`config.mk`:
```
export PLATFORM = sky130hd
export DESIGN_NAME = rational_fraction_alu_top
export DESIGN_NICKNAME = d
export VERILOG_FILES = /design/src/hw/rtl/rfa_pkg.sv /design/src/hw/rtl/rational_fraction_alu_top.sv /design/src/hw/rtl/rfa_div.sv /design/src/hw/rtl/rfa_dp.sv /design/src/hw/rtl/rfa_ctrl.sv
export SDC_FILE = /design/constraint.sdc
export NUM_CORES = 2
export LEC_CHECK = 0
export ABC_CLOCK_PERIOD_IN_PS = 13050
export BUFFER_PORTS_ARGS = -buffer_cell sky130_fd_sc_hd__buf_4
export CAP_MARGIN = 25
export CORE_AREA = 8 8 363 365
export DETAILED_ROUTE_END_ITERATION = 6
export DIE_AREA = 0 0 371 373
export PLACE_DENSITY = 0.7
export SLEW_MARGIN = 5
export SYNTH_ARGS = -nofsm -noshare
export SYNTH_HDL_FRONTEND = slang
export SYNTH_SLANG_ARGS = --single-unit
export TNS_END_PERCENT = 100
```
`constraint.sdc`:
```
create_clock -name i_clk -period 13.05 [get_ports i_clk]
set_clock_uncertainty 0.2 [all_clocks]
set_input_delay 1.305 -clock i_clk [delete_from_list [all_inputs] [get_ports i_clk]]
set_output_delay 1.305 -clock i_clk [all_outputs]
set_load 0.005 [all_outputs]
```
`src/hw/rtl/rfa_pkg.sv`:
```
// Package for the rational fraction ALU: widths, codes, command and status types.
// Shared by rfa_div, rfa_dp, rfa_ctrl and rational_fraction_alu_top; depends on nothing.
package rfa_pkg;

    // Arithmetic width; operands are the low VALUE_WIDTH bits of each field
    localparam int VALUE_WIDTH = 32;
    localparam int W           = VALUE_WIDTH;
    localparam int CNT_W       = $clog2(W);

    // Field widths and stream packing
    localparam int OP_W        = 3;
    localparam int FIELD_W     = 32;
    localparam int ST_W        = 2;
    localparam int IN_BITS     = OP_W + 4 * FIELD_W;
    localparam int IN_TDATA_W  = ((IN_BITS + 7) / 8) * 8;
    localparam int OUT_BITS    = 2 * FIELD_W + ST_W;
    localparam int OUT_TDATA_W = ((OUT_BITS + 7) / 8) * 8;

    // Input field offsets in tdata
    localparam int OFS_OP   = 0;
    localparam int OFS_A_NUM = OFS_OP + OP_W;
    localparam int OFS_A_DEN = OFS_A_NUM + FIELD_W;
    localparam int OFS_B_NUM = OFS_A_DEN + FIELD_W;
    localparam int OFS_B_DEN = OFS_B_NUM + FIELD_W;

    typedef logic signed [W-1:0]   t_val;
    typedef logic        [W-1:0]   t_mag;
    typedef logic signed [2*W-1:0] t_prod;
    typedef logic signed [FIELD_W-1:0] t_field;

    // Operation codes; codes above OP_RED behave as reduce
    typedef enum logic [OP_W-1:0] {
        OP_ADD = 3'd0,
        OP_SUB = 3'd1,
        OP_MUL = 3'd2,
        OP_DIV = 3'd3,
        OP_RED = 3'd4
    } t_op;

    // Result status codes
    typedef enum logic [ST_W-1:0] {
        ST_OK       = 2'd0,
        ST_GCD_ZERO = 2'd1,
        ST_OVERFLOW = 2'd2
    } t_status;

    // Datapath operations issued by the controller
    typedef enum logic [3:0] {
        DP_NOP,
        DP_LOAD,
        DP_MUL0,
        DP_MUL1,
        DP_MUL2,
        DP_COMBINE,
        DP_DIV_XY,
        DP_STEP_XY,
        DP_DIV_NUM,
        DP_NUM_DONE,
        DP_KEEP_QD,
        DP_SET_OVF,
        DP_SET_ZERO
    } t_dp_op;

    typedef struct packed {
        t_dp_op op;
        logic   out_load;
    } t_dp_cmd;

    typedef struct packed {
        logic ovf;
        logic x_zero;
        logic y_zero;
        logic div_done;
    } t_dp_stat;

    // Controller states
    typedef enum logic [3:0] {
        S_IDLE,
        S_MUL0,
        S_MUL1,
        S_MUL2,
        S_COMBINE,
        S_TEST,
        S_GCD_WAIT,
        S_QN_WAIT,
        S_QD_WAIT,
        S_DONE
    } t_state;

    // Magnitude of a signed value; the most negative value maps to 2^(W-1)
    function automatic t_mag mag(input t_val v);
        t_mag r;
        r = v[W-1] ? t_mag'(~v + 1'b1) : t_mag'(v);
        return r;
    endfunction

    // Product fits in W bits signed when its top W+1 bits all agree
    function automatic logic prod_fits(input t_prod p);
        logic fit;
        fit = (&p[2*W-1:W-1]) | ~(|p[2*W-1:W-1]);
        return fit;
    endfunction

endpackage

```
`src/hw/rtl/rational_fraction_alu_top.sv`:
```
// Top level of the rational fraction ALU: controller and datapath joined by command/status.
// Depends on rfa_pkg, rfa_ctrl, rfa_dp (which holds rfa_div).
//
//  Channel   Direction  Fields in tdata (low bit first)
//  s_axis    in         op[2:0], a_num[34:3], a_den[66:35], b_num[98:67], b_den[130:99]
//  m_axis    out        res_num[31:0], res_den[63:32], status[65:64]
//
// An item runs through the three products and their combination, then Euclid
// remainder steps plus two final divisions of numerator and denominator by the gcd,
// each a division on the one-bit-per-cycle divider.
// Reset (i_rst_n low, synchronous) returns the controller to idle and drops m_axis valid.
// A new item is taken while a finished result still waits in the output register;
// a stalled m_axis holds the next result in the controller until the register frees.
module rational_fraction_alu_top import rfa_pkg::*; (
    input  logic                   i_clk,
    input  logic                   i_rst_n,
    input  logic                   i_s_axis_tvalid,
    output logic                   o_s_axis_tready,
    // op, a_num, a_den, b_num, b_den, zero pad
    input  logic [IN_TDATA_W-1:0]  i_s_axis_tdata,
    output logic                   o_m_axis_tvalid,
    input  logic                   i_m_axis_tready,
    // res_num, res_den, status, zero pad
    output logic [OUT_TDATA_W-1:0] o_m_axis_tdata
);

    t_dp_cmd  cmd;
    t_dp_stat stat;

    rfa_ctrl u_ctrl (
        .i_clk           (i_clk),
        .i_rst_n         (i_rst_n),
        .i_s_axis_tvalid (i_s_axis_tvalid),
        .o_s_axis_tready (o_s_axis_tready),
        .o_m_axis_tvalid (o_m_axis_tvalid),
        .i_m_axis_tready (i_m_axis_tready),
        .i_stat          (stat),
        .o_cmd           (cmd)
    );

    rfa_dp u_dp (
        .i_clk   (i_clk),
        .i_rst_n (i_rst_n),
        .i_cmd   (cmd),
        .i_tdata (i_s_axis_tdata),
        .o_stat  (stat),
        .o_tdata (o_m_axis_tdata)
    );

endmodule

```
`src/hw/rtl/rfa_div.sv`:
```
// Iterative signed divider with truncated quotient and remainder, one bit per cycle.
// Depends on rfa_pkg; used by rfa_dp for Euclid remainders and the final reductions.
module rfa_div import rfa_pkg::*; (
    input  logic i_clk,
    input  logic i_rst_n,
    input  logic i_start,
    input  t_val i_dividend,
    input  t_val i_divisor,
    output logic o_done,
    output t_val o_quo,
    output t_val o_rem,
    output logic o_quo_ovf
);

    logic             r_busy, n_busy;
    logic             r_done, n_done;
    logic [CNT_W-1:0] r_cnt;
    t_mag             r_rem;
    t_mag             r_quo;
    t_mag             r_dmag;
    logic             r_qneg;
    logic             r_rneg;

    logic [W:0] rem_sh;
    logic [W:0] diff;
    logic       take;
    t_mag       quo_s;
    t_mag       rem_s;

    // Shift in the next dividend bit and trial-subtract the divisor
    assign rem_sh = {r_rem, r_quo[W-1]};
    assign diff   = rem_sh - {1'b0, r_dmag};
    assign take   = ~diff[W];

    // Busy and done flags
    always_comb begin
        n_busy = r_busy;
        n_done = 1'b0;
        if (i_start) begin
            n_busy = 1'b1;
        end else if (r_busy && (r_cnt == CNT_W'(W - 1))) begin
            n_busy = 1'b0;
            n_done = 1'b1;
        end
    end

    always_ff @(posedge i_clk) begin
        if (!i_rst_n) begin
            r_busy <= 1'b0;
            r_done <= 1'b0;
        end else begin
            r_busy <= n_busy;
            r_done <= n_done;
        end
    end

    // Operand load and iteration
    always_ff @(posedge i_clk) begin
        if (i_start) begin
            r_rem  <= '0;
            r_quo  <= mag(i_dividend);
            r_dmag <= mag(i_divisor);
            r_qneg <= i_dividend[W-1] ^ i_divisor[W-1];
            r_rneg <= i_dividend[W-1];
            r_cnt  <= '0;
        end else if (r_busy) begin
            r_rem <= take ? diff[W-1:0] : rem_sh[W-1:0];
            r_quo <= {r_quo[W-2:0], take};
            r_cnt <= r_cnt + 1'b1;
        end
    end

    // Restore signs: quotient by sign difference, remainder follows the dividend
    assign quo_s     = r_qneg ? (~r_quo + 1'b1) : r_quo;
    assign rem_s     = r_rneg ? (~r_rem + 1'b1) : r_rem;
    assign o_quo     = signed'(quo_s);
    assign o_rem     = signed'(rem_s);
    assign o_quo_ovf = ~r_qneg & r_quo[W-1];
    assign o_done    = r_done;

endmodule

```
`src/hw/rtl/rfa_dp.sv`:
```
// Datapath of the rational fraction ALU: operand registers, shared multiplier,
// Euclid registers, divider and result register. Depends on rfa_pkg and rfa_div.
module rfa_dp import rfa_pkg::*; (
    input  logic                   i_clk,
    input  logic                   i_rst_n,
    input  t_dp_cmd                i_cmd,
    input  logic [IN_TDATA_W-1:0]  i_tdata,
    output t_dp_stat               o_stat,
    output logic [OUT_TDATA_W-1:0] o_tdata
);

    t_op     r_op;
    t_val    r_an, r_ad, r_bn, r_bd;
    t_prod   r_p1, r_p2, r_p3;
    logic    r_ovf;
    t_val    r_num, r_den;
    t_val    r_x, r_y;
    t_val    r_qn, r_qd;
    logic    r_qovf;
    t_status r_st;
    t_field  r_out_num, r_out_den;
    t_status r_out_st;

    t_val    mul_a, mul_b;
    t_prod   prod;
    logic signed [W:0] sum;
    logic    is_mul;
    logic    div_start;
    t_val    div_dvd, div_dvs;
    logic    div_done;
    t_val    div_quo, div_rem;
    logic    div_qovf;

    assign is_mul = (r_op == OP_MUL);

    // Select multiplier operands per step and operation
    always_comb begin
        mul_a = r_an;
        mul_b = r_bd;
        unique case (i_cmd.op)
            DP_MUL0: begin
                mul_a = r_an;
                mul_b = is_mul ? r_bn : r_bd;
            end
            DP_MUL1: begin
                mul_a = r_ad;
                mul_b = is_mul ? r_bd : r_bn;
            end
            DP_MUL2: begin
                mul_a = r_ad;
                mul_b = r_bd;
            end
            default: begin
                mul_a = r_an;
                mul_b = r_bd;
            end
        endcase
    end

    // Signed W by W product, sign-extended to the full product width
    assign prod = t_prod'(mul_a) * t_prod'(mul_b);

    // Sum or difference of the cross products, one bit of headroom
    always_comb begin
        if (r_op == OP_ADD) begin
            sum = (W+1)'(signed'(r_p1[W-1:0])) + (W+1)'(signed'(r_p2[W-1:0]));
        end else begin
            sum = (W+1)'(signed'(r_p1[W-1:0])) - (W+1)'(signed'(r_p2[W-1:0]));
        end
    end

    // Divider operand selection
    always_comb begin
        div_start = 1'b0;
        div_dvd   = r_x;
        div_dvs   = r_y;
        unique case (i_cmd.op)
            DP_DIV_XY: begin
                div_start = 1'b1;
                div_dvd   = r_x;
                div_dvs   = r_y;
            end
            DP_DIV_NUM: begin
                div_start = 1'b1;
                div_dvd   = r_num;
                div_dvs   = r_x;
            end
            DP_NUM_DONE: begin
                div_start = 1'b1;
                div_dvd   = r_den;
                div_dvs   = r_x;
            end
            default: begin
                div_start = 1'b0;
            end
        endcase
    end

    rfa_div u_div (
        .i_clk      (i_clk),
        .i_rst_n    (i_rst_n),
        .i_start    (div_start),
        .i_dividend (div_dvd),
        .i_divisor  (div_dvs),
        .o_done     (div_done),
        .o_quo      (div_quo),
        .o_rem      (div_rem),
        .o_quo_ovf  (div_qovf)
    );

    // Datapath registers, advanced by controller command
    always_ff @(posedge i_clk) begin
        unique case (i_cmd.op)
            DP_LOAD: begin
                r_op <= t_op'(i_tdata[OFS_OP +: OP_W]);
                r_an <= signed'(i_tdata[OFS_A_NUM +: W]);
                r_ad <= signed'(i_tdata[OFS_A_DEN +: W]);
                r_bn <= signed'(i_tdata[OFS_B_NUM +: W]);
                r_bd <= signed'(i_tdata[OFS_B_DEN +: W]);
            end
            DP_MUL0: r_p1 <= prod;
            DP_MUL1: r_p2 <= prod;
            DP_MUL2: r_p3 <= prod;
            DP_COMBINE: begin
                unique case (r_op)
                    OP_ADD, OP_SUB: begin
                        r_ovf <= ~prod_fits(r_p1) | ~prod_fits(r_p2) | ~prod_fits(r_p3)
                                 | (sum[W] != sum[W-1]);
                        r_num <= sum[W-1:0];
                        r_den <= r_p3[W-1:0];
                        r_x   <= sum[W-1:0];
                        r_y   <= r_p3[W-1:0];
                    end
                    OP_MUL, OP_DIV: begin
                        r_ovf <= ~prod_fits(r_p1) | ~prod_fits(r_p2);
                        r_num <= r_p1[W-1:0];
                        r_den <= r_p2[W-1:0];
                        r_x   <= r_p1[W-1:0];
                        r_y   <= r_p2[W-1:0];
                    end
                    default: begin
                        r_ovf <= 1'b0;
                        r_num <= r_an;
                        r_den <= r_ad;
                        r_x   <= r_an;
                        r_y   <= r_ad;
                    end
                endcase
            end
            DP_STEP_XY: begin
                r_x <= r_y;
                r_y <= div_rem;
            end
            DP_NUM_DONE: begin
                r_qn   <= div_quo;
                r_qovf <= div_qovf;
            end
            DP_KEEP_QD: begin
                r_qd <= div_quo;
                r_st <= (r_qovf | div_qovf) ? ST_OVERFLOW : ST_OK;
            end
            DP_SET_OVF:  r_st <= ST_OVERFLOW;
            DP_SET_ZERO: r_st <= ST_GCD_ZERO;
            default: begin
            end
        endcase
    end

    // Output register; fields read zero unless the status is ok
    always_ff @(posedge i_clk) begin
        if (i_cmd.out_load) begin
            r_out_st <= r_st;
            if (r_st == ST_OK) begin
                r_out_num <= FIELD_W'(r_qn);
                r_out_den <= FIELD_W'(r_qd);
            end else begin
                r_out_num <= '0;
                r_out_den <= '0;
            end
        end
    end

    assign o_tdata = OUT_TDATA_W'({r_out_st, r_out_den, r_out_num});

    assign o_stat.ovf      = r_ovf;
    assign o_stat.x_zero   = (r_x == '0);
    assign o_stat.y_zero   = (r_y == '0);
    assign o_stat.div_done = div_done;

endmodule

```
`src/hw/rtl/rfa_ctrl.sv`:
```
// Controller of the rational fraction ALU: sequences products, Euclid and reduction
// and runs both stream handshakes. Depends on rfa_pkg.
module rfa_ctrl import rfa_pkg::*; (
    input  logic     i_clk,
    input  logic     i_rst_n,
    input  logic     i_s_axis_tvalid,
    output logic     o_s_axis_tready,
    output logic     o_m_axis_tvalid,
    input  logic     i_m_axis_tready,
    input  t_dp_stat i_stat,
    output t_dp_cmd  o_cmd
);

    t_state r_state, n_state;
    logic   r_m_valid, n_m_valid;

    // State and output-valid registers
    always_ff @(posedge i_clk) begin
        if (!i_rst_n) begin
            r_state   <= S_IDLE;
            r_m_valid <= 1'b0;
        end else begin
            r_state   <= n_state;
            r_m_valid <= n_m_valid;
        end
    end

    // Next state and datapath commands
    always_comb begin
        n_state         = r_state;
        n_m_valid       = r_m_valid;
        o_cmd.op        = DP_NOP;
        o_cmd.out_load  = 1'b0;
        o_s_axis_tready = 1'b0;

        // Drop valid once the pending result is taken
        if (r_m_valid && i_m_axis_tready) begin
            n_m_valid = 1'b0;
        end

        unique case (r_state)
            S_IDLE: begin
                o_s_axis_tready = 1'b1;
                if (i_s_axis_tvalid) begin
                    o_cmd.op = DP_LOAD;
                    n_state  = S_MUL0;
                end
            end
            S_MUL0: begin
                o_cmd.op = DP_MUL0;
                n_state  = S_MUL1;
            end
            S_MUL1: begin
                o_cmd.op = DP_MUL1;
                n_state  = S_MUL2;
            end
            S_MUL2: begin
                o_cmd.op = DP_MUL2;
                n_state  = S_COMBINE;
            end
            S_COMBINE: begin
                o_cmd.op = DP_COMBINE;
                n_state  = S_TEST;
            end
            // Decide: overflow, zero gcd, gcd found, or another remainder step
            S_TEST: begin
                if (i_stat.ovf) begin
                    o_cmd.op = DP_SET_OVF;
                    n_state  = S_DONE;
                end else if (i_stat.y_zero) begin
                    if (i_stat.x_zero) begin
                        o_cmd.op = DP_SET_ZERO;
                        n_state  = S_DONE;
                    end else begin
                        o_cmd.op = DP_DIV_NUM;
                        n_state  = S_QN_WAIT;
                    end
                end else begin
                    o_cmd.op = DP_DIV_XY;
                    n_state  = S_GCD_WAIT;
                end
            end
            S_GCD_WAIT: begin
                if (i_stat.div_done) begin
                    o_cmd.op = DP_STEP_XY;
                    n_state  = S_TEST;
                end
            end
            S_QN_WAIT: begin
                if (i_stat.div_done) begin
                    o_cmd.op = DP_NUM_DONE;
                    n_state  = S_QD_WAIT;
                end
            end
            S_QD_WAIT: begin
                if (i_stat.div_done) begin
                    o_cmd.op = DP_KEEP_QD;
                    n_state  = S_DONE;
                end
            end
            // Hold the result until the output register is free
            S_DONE: begin
                if (!r_m_valid || i_m_axis_tready) begin
                    o_cmd.out_load = 1'b1;
                    n_m_valid      = 1'b1;
                    n_state        = S_IDLE;
                end
            end
            default: begin
                n_state = S_IDLE;
            end
        endcase
    end

    assign o_m_axis_tvalid = r_m_valid;

endmodule
```
==> out/qor.csv <==
metric,value,unit
crit_top_cell,fa_1,
nets,8169,
clk_pin_slew,0.06,ns
die-area,0.138,sq mm
end_kind,flip-flop,
start_util,0.543,
synth_edf_count,651,
grt_max_degree,98,
dp_hpwl,156000,um
grt_first_pass_wirelength,304000,um
syn-cell-area,0.0686,sq mm
drt_iter0_drc,4650,
netlist.area_leader.share,0.316,
setup_tns,0,ns
die_y,373,um
num_io_pins,214,
crit_path_top_delay_cell,mux2i_2,
antenna_left,0,
critPathMaxStageDelay,0.78,ns
maxSlewViolCount,0,
cts.path.max_buffers,3,
start_kind,flip-flop,
fmaxAchievable,0.0847,GHz
drt_first_pass_iters,6,
synth_ff_type,edfxtp_1,
arrival,12.04,ns
vias,49400,
min_period,11.80,ns
hp-class,flip-flop to flip-flop,
timing.final.crit_share,0.904,
place_congestion,0.982,
layout_common_cells,"fa_1, inv_1, nand2_1",
tightest_slew,1.11,ns
finalHoldViolations,0,
htree_levels,3,
syn_avg_cell_area,10.4,sq um
synthArstFlopShare,0,
clk-insertion-delay-late,0.70,ns
ys_warn_count,0,
num_rows,131,
yosysTopAreaCell,fa_1,
root_buffer,clkbuf_16,
layout_commonest_cell,fa_1,
area_growth,9.05,%
numCtsBuffers,75,
status,"complete, no violations",
antenna_found_initial,3,
slew_headroom,0.241,
synth_top_family_by_area,adder cells,
setup_violations,0,
required,13.29,ns
post-route-drc-count,0,
die-width,371,um
yosys.area_share.simple,0.122,
core_area,0.126,sq mm
path_max_fanout,28,
seq_area_frac_synth,0.298,
postCtsHoldBufs,0,
track_usage,0.291,
synth_area_leaders,"fa_1, edfxtp_1, inv_1",
synth-compound-area-share,0.0719,
drive_gt1_frac,0.0895,
synthMuxAreaShare,0.0377,
routed_wl,203000,um
cts_tree,built,
postCtsSetupRepairBufs,0,
overflow,0,
synth_seq_cells,695,
synth_fa_ha_area_frac,0.363,
syn_inst,6575,
clock-sinks,695,
wire_per_inst,24.1,um
vias_per_cell,5.87,
synth-xor-area-share,0.0347,
cts_resized,0,
worstSetupPathType,flip-flop to flip-flop,
synth_cell_types,89,
rsz0062_at_grt,false,
grt_pass1_vias,51000,
maxCapViolations,0,
io_buffers,202,
==> metrics by stage <==
step	util	instance area, sq um	setup WS [ns]	cells	hold WS, ns
floorplan	-	68600	0.905	6580	0.227
global placement	0.571	72200	1.63	8271	0.281
detailed placement	0.571	72200	1.56	8271	0.295
CTS	0.591	74700	1.50	8408	0.311
global route	0.592	74800	0.947	8412	0.332
finish	0.592	74800	1.25	8414	0.302
==> registers in the layout (all words and copies together) (netlist names), 2 cells and up <==
signal,cells
u_dp.r_p1,64
u_dp.r_p2,64
u_dp.r_p3,64
u_dp.r_ad,32
u_dp.r_an,32
u_dp.r_bd,32
u_dp.r_bn,32
u_dp.r_den,32
u_dp.r_num,32
u_dp.r_out_den,32
u_dp.r_out_num,32
u_dp.r_qd,32
u_dp.r_qn,32
u_dp.r_x,32
u_dp.r_y,32
u_dp.u_div.r_dmag,32
u_dp.u_div.r_quo,32
u_dp.u_div.r_rem,32
u_dp.u_div.r_cnt,5
u_ctrl.r_state,4
u_dp.r_op,3
u_dp.r_out_st,2
u_dp.r_st,2
==> cell usage after synthesis (38+ instances only) <==
| cell type | number |
|---|---|
| fa_1 | 1084 |
| inv_1 | 1031 |
| nand2_1 | 768 |
| nor2_1 | 702 |
| edfxtp_1 | 651 |
| ha_1 | 255 |
| clkbuf_1 | 230 |
| o21ai_0 | 216 |
| a21oi_1 | 200 |
| xnor2_1 | 158 |
| mux2i_1 | 148 |
| xor2_1 | 114 |
| mux2_2 | 96 |
| and2_1 | 85 |
| nor3_1 | 61 |
| a21o_1 | 48 |
| dfxtp_1 | 44 |
| nand2b_1 | 44 |
| nor4_1 | 43 |
| nand4_1 | 41 |
| nand3_1 | 39 |
| a31oi_1 | 38 |
==> cells by family (layout without fill, tap and decap cells) <==
kind of cell | count (synthesis) | after routing
simple gates | 1927 | 1927
fa+ha+maj | 1339 | 1339
buf+inv | 1316 | 1486
compound gates | 779 | 779
flops | 695 | 695
xor+xnor | 272 | 272
mux | 246 | 246
other cells | 1 | 8
==> critical path: cells and delay by family (launching register included) <==
kind,cells,cell delay (ns)
fa+ha+maj,9,4.43
simple gates,6,1.42
compound gates,8,2.41
flops,1,0.67
buf+inv,5,0.95
xor+xnor,1,0.16
mux,2,1.25
==> metal layers <==
layer  part of all wire  up-vias  GRT usage
met5           0.000064        -          0
met4              0.060        2      0.143
met3               0.11      601     0.0823
met2               0.45     2543      0.456
met1               0.38    24800      0.373
li1                   -    21500          -
==> cell type report <==
class	instances	area (sq um)
antenna	2	5.00
clock buffer	96	2000
clock inverter	41	568
fill	10500	51500
inverter	1035	3880
multi-input combinational	4569	43400
sequential	695	20400
tap	1662	2080
timing repair buffer	314	2440
==> path summary, 6_finish.rpt <==
kind                                     from                               end  slack [ns]  cells after the start
max            u_ctrl.r_state[1]$_SDFFE_PN0P_           u_dp.r_p1[63]$_DFFE_PP_        1.25                     31
min          u_dp.u_div.r_cnt[3]$_SDFFE_PN0P_  u_dp.u_div.r_cnt[3]$_SDFFE_PN0P_        0.30                      2
max reg2reg    u_ctrl.r_state[1]$_SDFFE_PN0P_           u_dp.r_p1[63]$_DFFE_PP_        1.25                     31
min reg2reg  u_dp.u_div.r_cnt[3]$_SDFFE_PN0P_  u_dp.u_div.r_cnt[3]$_SDFFE_PN0P_        0.30                      2
Power is left out: the tool's default activity adds up to more than one toggle a clock period on the data nets, which glitch-free logic cannot reach.
